--- config.mk ---
export PLATFORM = sky130hd
export DESIGN_NAME = four_channel_window_median_top
export DESIGN_NICKNAME = d
export VERILOG_FILES = /design/src/hdl/fcwm_pkg.sv /design/src/hdl/fcwm_hist.sv /design/src/hdl/fcwm_cell.sv /design/src/hdl/four_channel_window_median_top.sv
export SDC_FILE = /design/constraint.sdc
export NUM_CORES = 1
export LEC_CHECK = 0
export BUFFER_PORTS_ARGS = -buffer_cell sky130_fd_sc_hd__buf_2
export CAP_MARGIN = 40
export CORE_ASPECT_RATIO = 0.8
export CORE_MARGIN = 4
export CORE_UTILIZATION = 55
export DETAILED_ROUTE_END_ITERATION = 10
export HOLD_SLACK_MARGIN = 0.06
export PLACE_DENSITY = 0.77
export SYNTH_ARGS = -nofsm -noshare
export SYNTH_HDL_FRONTEND = slang
export SYNTH_SLANG_ARGS = --single-unit
--- constraint.sdc ---
create_clock -name i_clk -period 7.75 [get_ports i_clk]
set_input_delay 0.3875 -clock i_clk [delete_from_list [all_inputs] [get_ports i_clk]]
set_output_delay 0.3875 -clock i_clk [all_outputs]
set_load 0.1 [all_outputs]
--- src/hdl/fcwm_pkg.sv ---
// ----------------------------------------------------------------------------
// fcwm_pkg
// Shared constants, types and helpers of the four-channel window median filter.
// ----------------------------------------------------------------------------
package fcwm_pkg;

    localparam int WINDOW    = 5;   // samples per median window, 1 .. 15
    localparam int CHANNELS  = 4;   // active sensor channels, 1 .. 4
    localparam int NUM_IN_CH = 4;   // channels carried on the ports

    localparam int MM_W     = 13;
    localparam int STATUS_W = 8;
    localparam int DIST_W   = 14;
    localparam int CH_IN_W  = MM_W + STATUS_W;

    localparam int IN_DATA_W  = ((NUM_IN_CH * CH_IN_W + 7) / 8) * 8;
    localparam int OUT_DATA_W = ((NUM_IN_CH * DIST_W + 7) / 8) * 8;

    localparam int CNT_W  = $clog2(WINDOW + 1);
    localparam int MID_HI = WINDOW / 2;
    localparam int MID_LO = (WINDOW > 1) ? (WINDOW / 2 - 1) : 0;

    localparam logic [STATUS_W-1:0] STATUS_BAD = STATUS_W'(4);
    localparam logic [MM_W-1:0]     NO_TARGET  = MM_W'(8191);
    localparam logic [DIST_W-1:0]   DIST_NONE  = {DIST_W{1'b1}};

    typedef logic signed [DIST_W-1:0] t_dist;
    typedef t_dist [CHANNELS-1:0]     t_lanes;

    // One hop of the sorting chain: a value per channel plus a shared valid.
    typedef struct packed {
        logic   valid;
        t_lanes val;
    } t_link;

    // A sample with a bad status or no target becomes -1.
    function automatic t_dist clean_sample(input logic [MM_W-1:0] mm,
                                           input logic [STATUS_W-1:0] status);
        t_dist res;
        if (status == STATUS_BAD || mm == NO_TARGET) begin
            res = DIST_NONE;
        end else begin
            res = t_dist'({1'b0, mm});
        end
        return res;
    endfunction

    // Mean of two values, truncated toward zero.
    function automatic t_dist mean_trunc(input t_dist a, input t_dist b);
        logic signed [DIST_W:0] sum;
        logic signed [DIST_W:0] adj;
        sum = {a[DIST_W-1], a} + {b[DIST_W-1], b};
        adj = sum + {{DIST_W{1'b0}}, sum[DIST_W]};
        return t_dist'(adj >>> 1);
    endfunction

endpackage

--- src/hdl/fcwm_hist.sv ---
// ----------------------------------------------------------------------------
// fcwm_hist
// Per-channel history line; shifts in a new sample or rotates to feed the sorter.
// ----------------------------------------------------------------------------
module fcwm_hist
    import fcwm_pkg::*;
(
    input  logic   i_clk,
    input  logic   i_rst_n,
    input  logic   i_push,
    input  logic   i_rot,
    input  t_lanes i_new,
    output t_lanes o_tap
);

    t_lanes r_line [WINDOW];
    t_lanes n_head;

    // The window holds the last samples as a set, so a shift line gives the
    // same contents as a rotating write slot. A full rotation restores order.
    assign n_head = i_push ? i_new : r_line[WINDOW-1];
    assign o_tap  = r_line[WINDOW-1];

    always_ff @(posedge i_clk) begin
        if (!i_rst_n) begin
            for (int k = 0; k < WINDOW; k++) begin
                r_line[k] <= '0;
            end
        end else if (i_push || i_rot) begin
            r_line[0] <= n_head;
            for (int k = 1; k < WINDOW; k++) begin
                r_line[k] <= r_line[k-1];
            end
        end
    end

endmodule

--- src/hdl/fcwm_cell.sv ---
// ----------------------------------------------------------------------------
// fcwm_cell
// Insertion-sort cell: keeps the smallest value seen, passes larger ones on.
// ----------------------------------------------------------------------------
module fcwm_cell
    import fcwm_pkg::*;
(
    input  logic   i_clk,
    input  logic   i_rst_n,
    input  logic   i_clear,
    input  t_link  i_link,
    output t_link  o_link,
    output t_lanes o_val
);

    logic   r_full;
    t_lanes r_val;
    t_link  r_out;

    always_ff @(posedge i_clk) begin
        if (!i_rst_n) begin
            r_full       <= 1'b0;
            r_out.valid  <= 1'b0;
        end else if (i_clear) begin
            r_full       <= 1'b0;
            r_out.valid  <= 1'b0;
        end else if (i_link.valid) begin
            r_full      <= 1'b1;
            r_out.valid <= r_full;
            for (int c = 0; c < CHANNELS; c++) begin
                if (!r_full) begin
                    r_val[c] <= i_link.val[c];
                end else if ($signed(i_link.val[c]) < $signed(r_val[c])) begin
                    r_val[c]     <= i_link.val[c];
                    r_out.val[c] <= r_val[c];
                end else begin
                    r_out.val[c] <= i_link.val[c];
                end
            end
        end else begin
            r_out.valid <= 1'b0;
        end
    end

    assign o_link = r_out;
    assign o_val  = r_val;

endmodule

--- src/hdl/four_channel_window_median_top.sv ---
// ----------------------------------------------------------------------------
// four_channel_window_median_top
// Sliding-window median of four distance sensor channels.
// ----------------------------------------------------------------------------
// A request passes the states feed, settle and output before its result is
// registered; the output state waits while the result port stalls. A new
// request is taken only back in idle, after the history line has rotated once
// through the sorting cell chain and the chain has settled.
// Reset: synchronous, active low; clears the history to zeros and the control.
// ----------------------------------------------------------------------------
module four_channel_window_median_top
    import fcwm_pkg::*;
(
    input  logic                  i_clk,
    input  logic                  i_rst_n,
    // Input request, tdata from bit 0 up: mm_front, status_front, mm_left,
    // status_left, mm_right, status_right, mm_back, status_back, zero fill.
    input  logic                  i_s_tvalid,
    output logic                  o_s_tready,
    input  logic [IN_DATA_W-1:0]  i_s_tdata,
    // Result request, tdata from bit 0 up: dist_front, dist_left, dist_right,
    // dist_back, each 14-bit two's complement.
    output logic                  o_m_tvalid,
    input  logic                  i_m_tready,
    output logic [OUT_DATA_W-1:0] o_m_tdata
);

    // The sequencer walks through four phases. In idle it takes a request and
    // shifts the cleaned samples into the history. In feed the history rotates
    // once, streaming every stored sample into the first sort cell. In settle
    // the last values ripple down the chain. In output the median cell is
    // read into the result register once that register is free.
    typedef enum logic [1:0] {
        S_IDLE,
        S_FEED,
        S_SETTLE,
        S_OUT
    } t_state;

    t_state                r_state;
    logic [CNT_W-1:0]      r_cnt;
    logic                  r_m_tvalid;
    logic [OUT_DATA_W-1:0] r_m_tdata;
    logic [OUT_DATA_W-1:0] n_m_tdata;

    logic   accept;
    logic   feeding;
    logic   out_free;
    logic   load_out;
    t_lanes new_samples;
    t_lanes hist_tap;
    t_link  links [WINDOW+1];
    t_lanes cell_val [WINDOW];
    t_lanes median;

    assign accept   = i_s_tvalid && (r_state == S_IDLE);
    assign feeding  = (r_state == S_FEED);
    assign out_free = !r_m_tvalid || i_m_tready;
    assign load_out = (r_state == S_OUT) && out_free;

    // Clean each active channel's sample; unused input channels are ignored.
    always_comb begin
        for (int c = 0; c < CHANNELS; c++) begin
            new_samples[c] = clean_sample(i_s_tdata[c*CH_IN_W +: MM_W],
                                          i_s_tdata[c*CH_IN_W + MM_W +: STATUS_W]);
        end
    end

    fcwm_hist u_hist (
        .i_clk   (i_clk),
        .i_rst_n (i_rst_n),
        .i_push  (accept),
        .i_rot   (feeding),
        .i_new   (new_samples),
        .o_tap   (hist_tap)
    );

    // The sorting chain: after all values have passed, cell k holds the k-th
    // smallest value of every channel's window.
    assign links[0].valid = feeding;
    assign links[0].val   = hist_tap;

    for (genvar k = 0; k < WINDOW; k++) begin : g_cell
        fcwm_cell u_cell (
            .i_clk   (i_clk),
            .i_rst_n (i_rst_n),
            .i_clear (accept),
            .i_link  (links[k]),
            .o_link  (links[k+1]),
            .o_val   (cell_val[k])
        );
    end

    // Odd windows take the middle cell, even windows the truncated mean of the
    // two middle cells.
    always_comb begin
        for (int c = 0; c < CHANNELS; c++) begin
            if ((WINDOW % 2) == 1) begin
                median[c] = cell_val[MID_HI][c];
            end else begin
                median[c] = mean_trunc(cell_val[MID_HI][c], cell_val[MID_LO][c]);
            end
        end
    end

    // Result word: active channels carry their medians, unused fields are zero.
    always_comb begin
        n_m_tdata = '0;
        for (int c = 0; c < CHANNELS; c++) begin
            n_m_tdata[c*DIST_W +: DIST_W] = median[c];
        end
    end

    always_ff @(posedge i_clk) begin
        if (!i_rst_n) begin
            r_state    <= S_IDLE;
            r_cnt      <= '0;
            r_m_tvalid <= 1'b0;
        end else begin
            // A new result may replace one that leaves in the same cycle.
            if (load_out) begin
                r_m_tvalid <= 1'b1;
                r_m_tdata  <= n_m_tdata;
            end else if (i_m_tready) begin
                r_m_tvalid <= 1'b0;
            end
            unique case (r_state)
                S_IDLE: begin
                    r_cnt <= '0;
                    if (accept) begin
                        r_state <= S_FEED;
                    end
                end
                S_FEED: begin
                    if (r_cnt == CNT_W'(WINDOW - 1)) begin
                        r_cnt   <= '0;
                        r_state <= S_SETTLE;
                    end else begin
                        r_cnt <= r_cnt + 1'b1;
                    end
                end
                S_SETTLE: begin
                    if (r_cnt == CNT_W'(WINDOW - 1)) begin
                        r_cnt   <= '0;
                        r_state <= S_OUT;
                    end else begin
                        r_cnt <= r_cnt + 1'b1;
                    end
                end
                S_OUT: begin
                    if (out_free) begin
                        r_state <= S_IDLE;
                    end
                end
                default: begin
                    r_state <= S_IDLE;
                end
            endcase
        end
    end

    assign o_s_tready = (r_state == S_IDLE);
    assign o_m_tvalid = r_m_tvalid;
    assign o_m_tdata  = r_m_tdata;

endmodule
==> results.ini, run 1 <==
[floorplanning]
die_w_um=256
core_mm2=0.0485
die_y_um=206
boundaryPins=150
num_rows=72
dieArea_mm2=0.0528
start_util_pct=55.8

[flow_run]
drv_cap=0

[place]
place_hpwl_mm=31.5
post-place-ws_ns=4.32
port_buffers=145
gp_congestion=0.830

[worst_hold_path]
hp-start=i_rst_n
min_path_cells=2
min-delay-path-class=input pin to register
min_to=o_m_tvalid

[timing]
tightestPinTransition_ns=0.924
relSlewSlack_pct=37.9
rsz0062_at_grt=false
post-route-min-period_ns=3.44
setup_viol=0
fin_ws_ns=4.31
tns_ns=0
fmax_ghz=0.291
maxSlewViolCount=0
hold_slack_ns=0.116
fin_skew_ns=0.0177
finalCritPeriodShare_pct=44.4
hold_viol_final=0

[critical_path]
reg2reg_slack_ns=4.31
reg2reg_depth=7
cp.arrival_ns=3.91
start_kind=register
end_kind=register
r2r_end=u_hist.r_line[0][47]
crit_fanout=110
critPathRequiredTime_ns=8.22
r2r-start=r_state[0]
path_class=register to register

[grt]
grt_pass1_wl_mm=74.7
antenna_found_initial=0
grt_pass1_vias=14200
grt-ovfl-total=0
grt_max_degree=129
grt.total_usage_pct=17.6

[yosys]
synth_cells=1739
yosys.area.top_type=edfxtp_1
yosysUniqueCellTypes=54
synth.most_common_cell=edfxtp_1
synth_top_cell_area_share_pct=68.4
syn_nets=1994
synthFlopType=edfxtp_1
netlist_area_mm2=0.0270
async_reset_ff_share_pct=0
synth_commonest_cells=616 x edfxtp_1, 228 x and2_1, 176 x inv_1
synthTopCellsByArea=edfxtp_1 68%, ha_1 7.5%, and2_1 5.3%
ys_ff_latch=627
synth-edff-count=616
yosys_warnings=0
yosysSeqAreaShare_pct=69.2
syn_avg_cell_area_um2=15.5

[layout]
fill_cells=3370
area_growth_pct=13.6
multi_input_area_mm2=0.00747
drive_gt1_share_pct=22.5
seq_area_mm2=0.0187
insertedDiodeCount=0
nNetsFinal=2175

[routing]
vias=14200
firstDrtPassIters=5
drc=0
ant_nets=0
totalWireLength_mm=46.7
wire_per_inst_um=18.0
drt_first_iter_violations=1234
vias_per_cell=5.45

[outcome]
outcome=finished clean

[power_and_ir_drop]
peakVddDrop_mv=0.205
power_density_mw_per_mm2=318
p_total_mw=9.76
p_leak_nw=12.5

[clock_network]
cts_setup_buffers=0
cts.sink_count=627
htree_levels=2
root_buffer=clkbuf_16
cts_tree=built
ctsHoldBuffers=0
cts_buffers=59
insertion_delay_ns=0.61
clockBufferDepth=3
clk_pin_slew_ns=0.06
post_cts_resized=0

==> layer usage <==
| layer | track usage [%] | vias to the layer above | share of wire (%) |
|---|---|---|---|
| met5 | 0 | - | 0 |
| met4 | 5.31 | 0 | 2.3 |
| met3 | 3.01 | 81 | 5.6 |
| met2 | 27.6 | 355 | 45 |
| met1 | 25.6 | 6871 | 47 |
| li1 | - | 6847 | - |
==> how the worst max path moves through the flow <==
stage	start	endpoint	slack (ns)	cells after the start
floorplan	r_state[0]	u_hist.r_line[0][0]	2.13	6
global placement	r_state[0]	u_hist.r_line[0][19]	4.10	8
detailed placement	r_state[0]	u_hist.r_line[0][48]	4.32	7
CTS	r_state[0]	u_hist.r_line[0][31]	4.31	8
global route	r_state[1]	u_hist.r_line[0][31]	3.96	8
finish	r_state[0]	u_hist.r_line[0][47]	4.31	7
==> where the power goes <==
part | switching [mW] | internal, mW | leakage (nW)
combinational | 0.998 | 0.742 | 5.20
clock | 1.21 | 1.85 | 1.03
sequential | 0.327 | 4.64 | 6.23
==> critical path, stage by stage, from the launching register on <==
cell	delay (ns)
dfxtp_1	0.35
inv_1	0.10
ha_1	0.21
and2_2	0.16
buf_4	0.55
o21a_4	0.70
buf_4	0.75
o221a_2	0.36
==> flip-flops by register name, summed over array words and instances, names as in the netlist <==
name / cells
u_hist.r_line: 280
g_cell.u_cell.o_val: 168
g_cell.u_cell.o_link: 114
o_m_tdata: 56
g_cell.u_cell.r_full: 3
r_cnt: 3
r_state: 2
o_m_tvalid: 1
==> logic make-up (layout without fill, tap and decap cells) <==
family,after synthesis,after routing,share of synthesized area (%)
compound gates,230,230,6.50
mux,109,109,5.03
flops,627,627,69.2
fa+ha+maj,163,163,7.54
buf+inv,228,456,3.33
simple gates,377,377,8.18
xor+xnor,5,5,0.190
==> layout make-up <==
cell class	count	share of cell area, %
Inverter	176	2.15
Multi-Input combinational cell	884	24.3
Clock inverter	35	1.49
Timing Repair Buffer	172	3.28
Tap cell	629	2.56
Sequential cell	627	60.9
Clock buffer	73	5.28
==> cell usage in the layout (no fill, tap or decap), types with 5 or more instances in the layout <==
cell	instances
mux2_4	36
o221a_2	52
clkbuf_8	5
a21o_1	24
nand3_1	20
dfxtp_1	11
nand2b_1	12
bufinv_16	11
clkinv_2	13
nor2b_1	6
o21ai_1	5
and2_1	227
o211a_1	7
mux2_2	65
ha_1	163
o211ai_1	5
clkinv_1	6
inv_1	176
clkbuf_16	61
clkbuf_1	7
buf_4	20
o21a_1	9
o21ai_0	27
a21oi_1	61
edfxtp_1	616
nand2_1	31
nand4_1	32
nor2_1	26
buf_2	145
==> through the flow <==
step           cells  area, um^2  utilization, %
2_1_floorplan   1739       27000               -
3_3_place_gp    2480       28500            58.8
3_5_place_dp    2488       28600            59.1
4_1_cts         2596       30700            63.4
5_1_grt         2596       30700            63.4
6_report        2596       30700            63.4
No activity file was read; power rests on OpenSTA's default activity.
==> run 2, diff against run 1 <==
- clock period: 7.75 -> 3.05 ns (I/O delays scaled with it)
==> results.ini, run 2 (synthesis gave the netlist of run 1 again) <==
[clock_network]
cts.sink_count=627  ; unchanged
cts_setup_buffers=0  ; unchanged
root_buffer=clkbuf_16
insertion_delay_ns=0.61  ; about the same
htree_levels=2  ; unchanged
cts_buffers=60  ; +1.7%
clk_pin_slew_ns=0.06  ; about the same
clockBufferDepth=3  ; unchanged
cts_tree=built

[timing]
hold_viol_final=0  ; unchanged
fmax_ghz=0.354  ; +22%
rsz0062_at_grt=false
relSlewSlack_pct=49.7  ; +12 points
finalCritPeriodShare_pct=92.7  ; +48 points
setup_viol=0  ; unchanged
fin_skew_ns=0.0195  ; +0.00185 ns
tns_ns=0  ; unchanged
maxSlewViolCount=0  ; unchanged
hold_slack_ns=0.347  ; +0.231 ns
tightestPinTransition_ns=0.752  ; -0.173 ns
post-route-min-period_ns=2.83  ; -0.613 ns

[floorplanning]
boundaryPins=150  ; unchanged
die_w_um=256  ; unchanged
core_mm2=0.0485  ; unchanged
die_y_um=206  ; unchanged
dieArea_mm2=0.0528  ; unchanged
start_util_pct=55.8  ; unchanged
num_rows=72  ; unchanged

[critical_path]
path_cells=ha_1 -> o21a_1 -> a21oi_1 -> o21ai_1 -> a211oi_2 -> xnor2_2 -> o211a_1
critPathRequiredTime_ns=3.29  ; -4.93 ns
reg2reg_depth=7  ; unchanged
path_class=register to register
worst_path_largest_cell_delay_ns=0.61  ; -0.14 ns
crit_fanout=14  ; -87%
cp.arrival_ns=3.07  ; -0.84 ns
start_kind=register
end_kind=register
cpMaxStageDelayCell=o211a_1

[power_and_ir_drop]
switching_power_mw=6.50  ; +160%
p_total_mw=24.8  ; +150%
p_leak_nw=12.7  ; +2.2%
pwr-share-clk_pct=30.4  ; -0.9 points
switching_share_pct=26.2  ; +0.18 points
seq_power_share_pct=50.5  ; -0.3 points
comb_power_share_pct=19.0  ; +1.2 points
power_density_mw_per_mm2=792  ; +150%
p_int_mw=18.3  ; +150%
peakVddDrop_mv=0.451  ; +120%

[layout]
largest_reg_flops=280  ; unchanged
nNetsFinal=2247  ; +3.3%
area_growth_pct=16.1
fin_util_pct=64.8  ; +1.4 points
drive_gt1_share_pct=22.3  ; -0.18 points
largest_register=u_hist.r_line
mostFrequentLayoutCells=616 x edfxtp_1, 227 x and2_1, 174 x inv_1
final_common_cell=edfxtp_1

[routing]
wire_per_inst_um=17.9  ; -0.29%
ant_nets=0  ; unchanged
drt_first_iter_violations=1247  ; +1.1%
firstDrtPassIters=5  ; unchanged
vias_per_cell=5.46  ; about the same
drc=0  ; unchanged
vias=14600  ; +3.0%
totalWireLength_mm=47.9  ; +2.6%

[grt]
grt_max_degree=144  ; +12%
grt.total_usage_pct=18.0  ; +0.46 points
grt_pass1_vias=14700  ; +3.0%
grt_pass1_wl_mm=76.7  ; +2.7%
grt-ovfl-total=0  ; unchanged
antenna_found_initial=2  ; +2

[outcome]
outcome=finished clean

[place]
place_hpwl_mm=31.7  ; +0.86%
port_buffers=145  ; unchanged
gp_congestion=0.879  ; +5.9%

[flow_run]
drv_cap=0  ; unchanged

[worst_hold_path]
min-delay-path-class=input pin to register
min_path_cells=5  ; +3

## run 2: cell types whose count changed in the layout (fill, tap and decap cells not counted), sizes merged
cell / delta
dlygate4sd3: +56
buf: +15
clkinv: +4
inv: -2
bufinv: -1
clkbuf: +1
clkinvlp: +1
diode: +1
## run 2: metrics by stage
| step | worst slack (ns) | cells | cell area, um^2 |
|---|---|---|---|
| 2_1_floorplan | -0.436 | 1739 | 27100 |
| 3_3_place_gp | 0.271 | 2502 | 28800 |
| 3_5_place_dp | 0.184 | 2503 | 28800 |
| 4_1_cts | 0.105 | 2670 | 31400 |
| 5_1_grt | 0.0613 | 2671 | 31400 |
| 6_report | 0.223 | 2671 | 31400 |
## run 2: path summary, 6_finish.rpt
| path | startpoint | to | slack (ns) |
|---|---|---|---|
| max | u_hist.r_line[0][229] | g_cell[0].u_cell.o_val[6] | 0.22 |
| min | i_s_tdata[19] | u_hist.r_line[0][7] | 0.35 |
| max reg2reg | u_hist.r_line[0][229] | g_cell[0].u_cell.o_val[6] | 0.22 |
| min reg2reg | g_cell[2].u_cell.o_val[37] | o_m_tdata[37] | 0.44 |
## run 2: worst max-delay path: cells and delay by family, from the launching register on
kind	cells	cell delay (ns)
AOI/OAI and AO/OA	5	1.29
adders and majority gates	1	0.35
xor gates and xnor gates	1	0.31
DFF	1	0.51
## run 2: routing by layer
layer	vias to the layer above	GRT usage (%)	wire length (um)
met5	-	0	0
met4	0	6.01	1270
met3	98	3.16	2530
met2	400	27.7	21300
met1	7066	26.5	22800
li1	7011	-	-
## run 2: power by group through the flow
| stage | logic [mW] | clock network (mW) | registers [mW] |
|---|---|---|---|
| 5_1_grt | 5.19 | 8.06 | 12.7 |
| 2_1_floorplan | 3.25 | 0 | 12.6 |
| 6_report | 4.73 | 7.56 | 12.6 |
| 3_3_place_gp | 4.43 | 0 | 12.6 |
| 3_5_place_dp | 4.63 | 0 | 12.7 |
| 4_1_cts | 4.75 | 7.73 | 12.5 |
## run 2: area by class of cell
type,count,area (um^2)
Multi-Input combinational cell,884,7500
Timing Repair Buffer,243,1700
Clock buffer,74,1570
Antenna cell,1,2.50
Inverter,176,661
Sequential cell,627,18700
Clock inverter,37,447
Fill cell,3272,17100
Tap cell,629,787
## run 2: what timing repair did
action / 4_1_cts / 5_1_grt
setup endpoints to repair: 0 / 14
gates resized for setup: 0 / 1
hold endpoints to repair: 60 / 0
hold buffers: 56 / 0
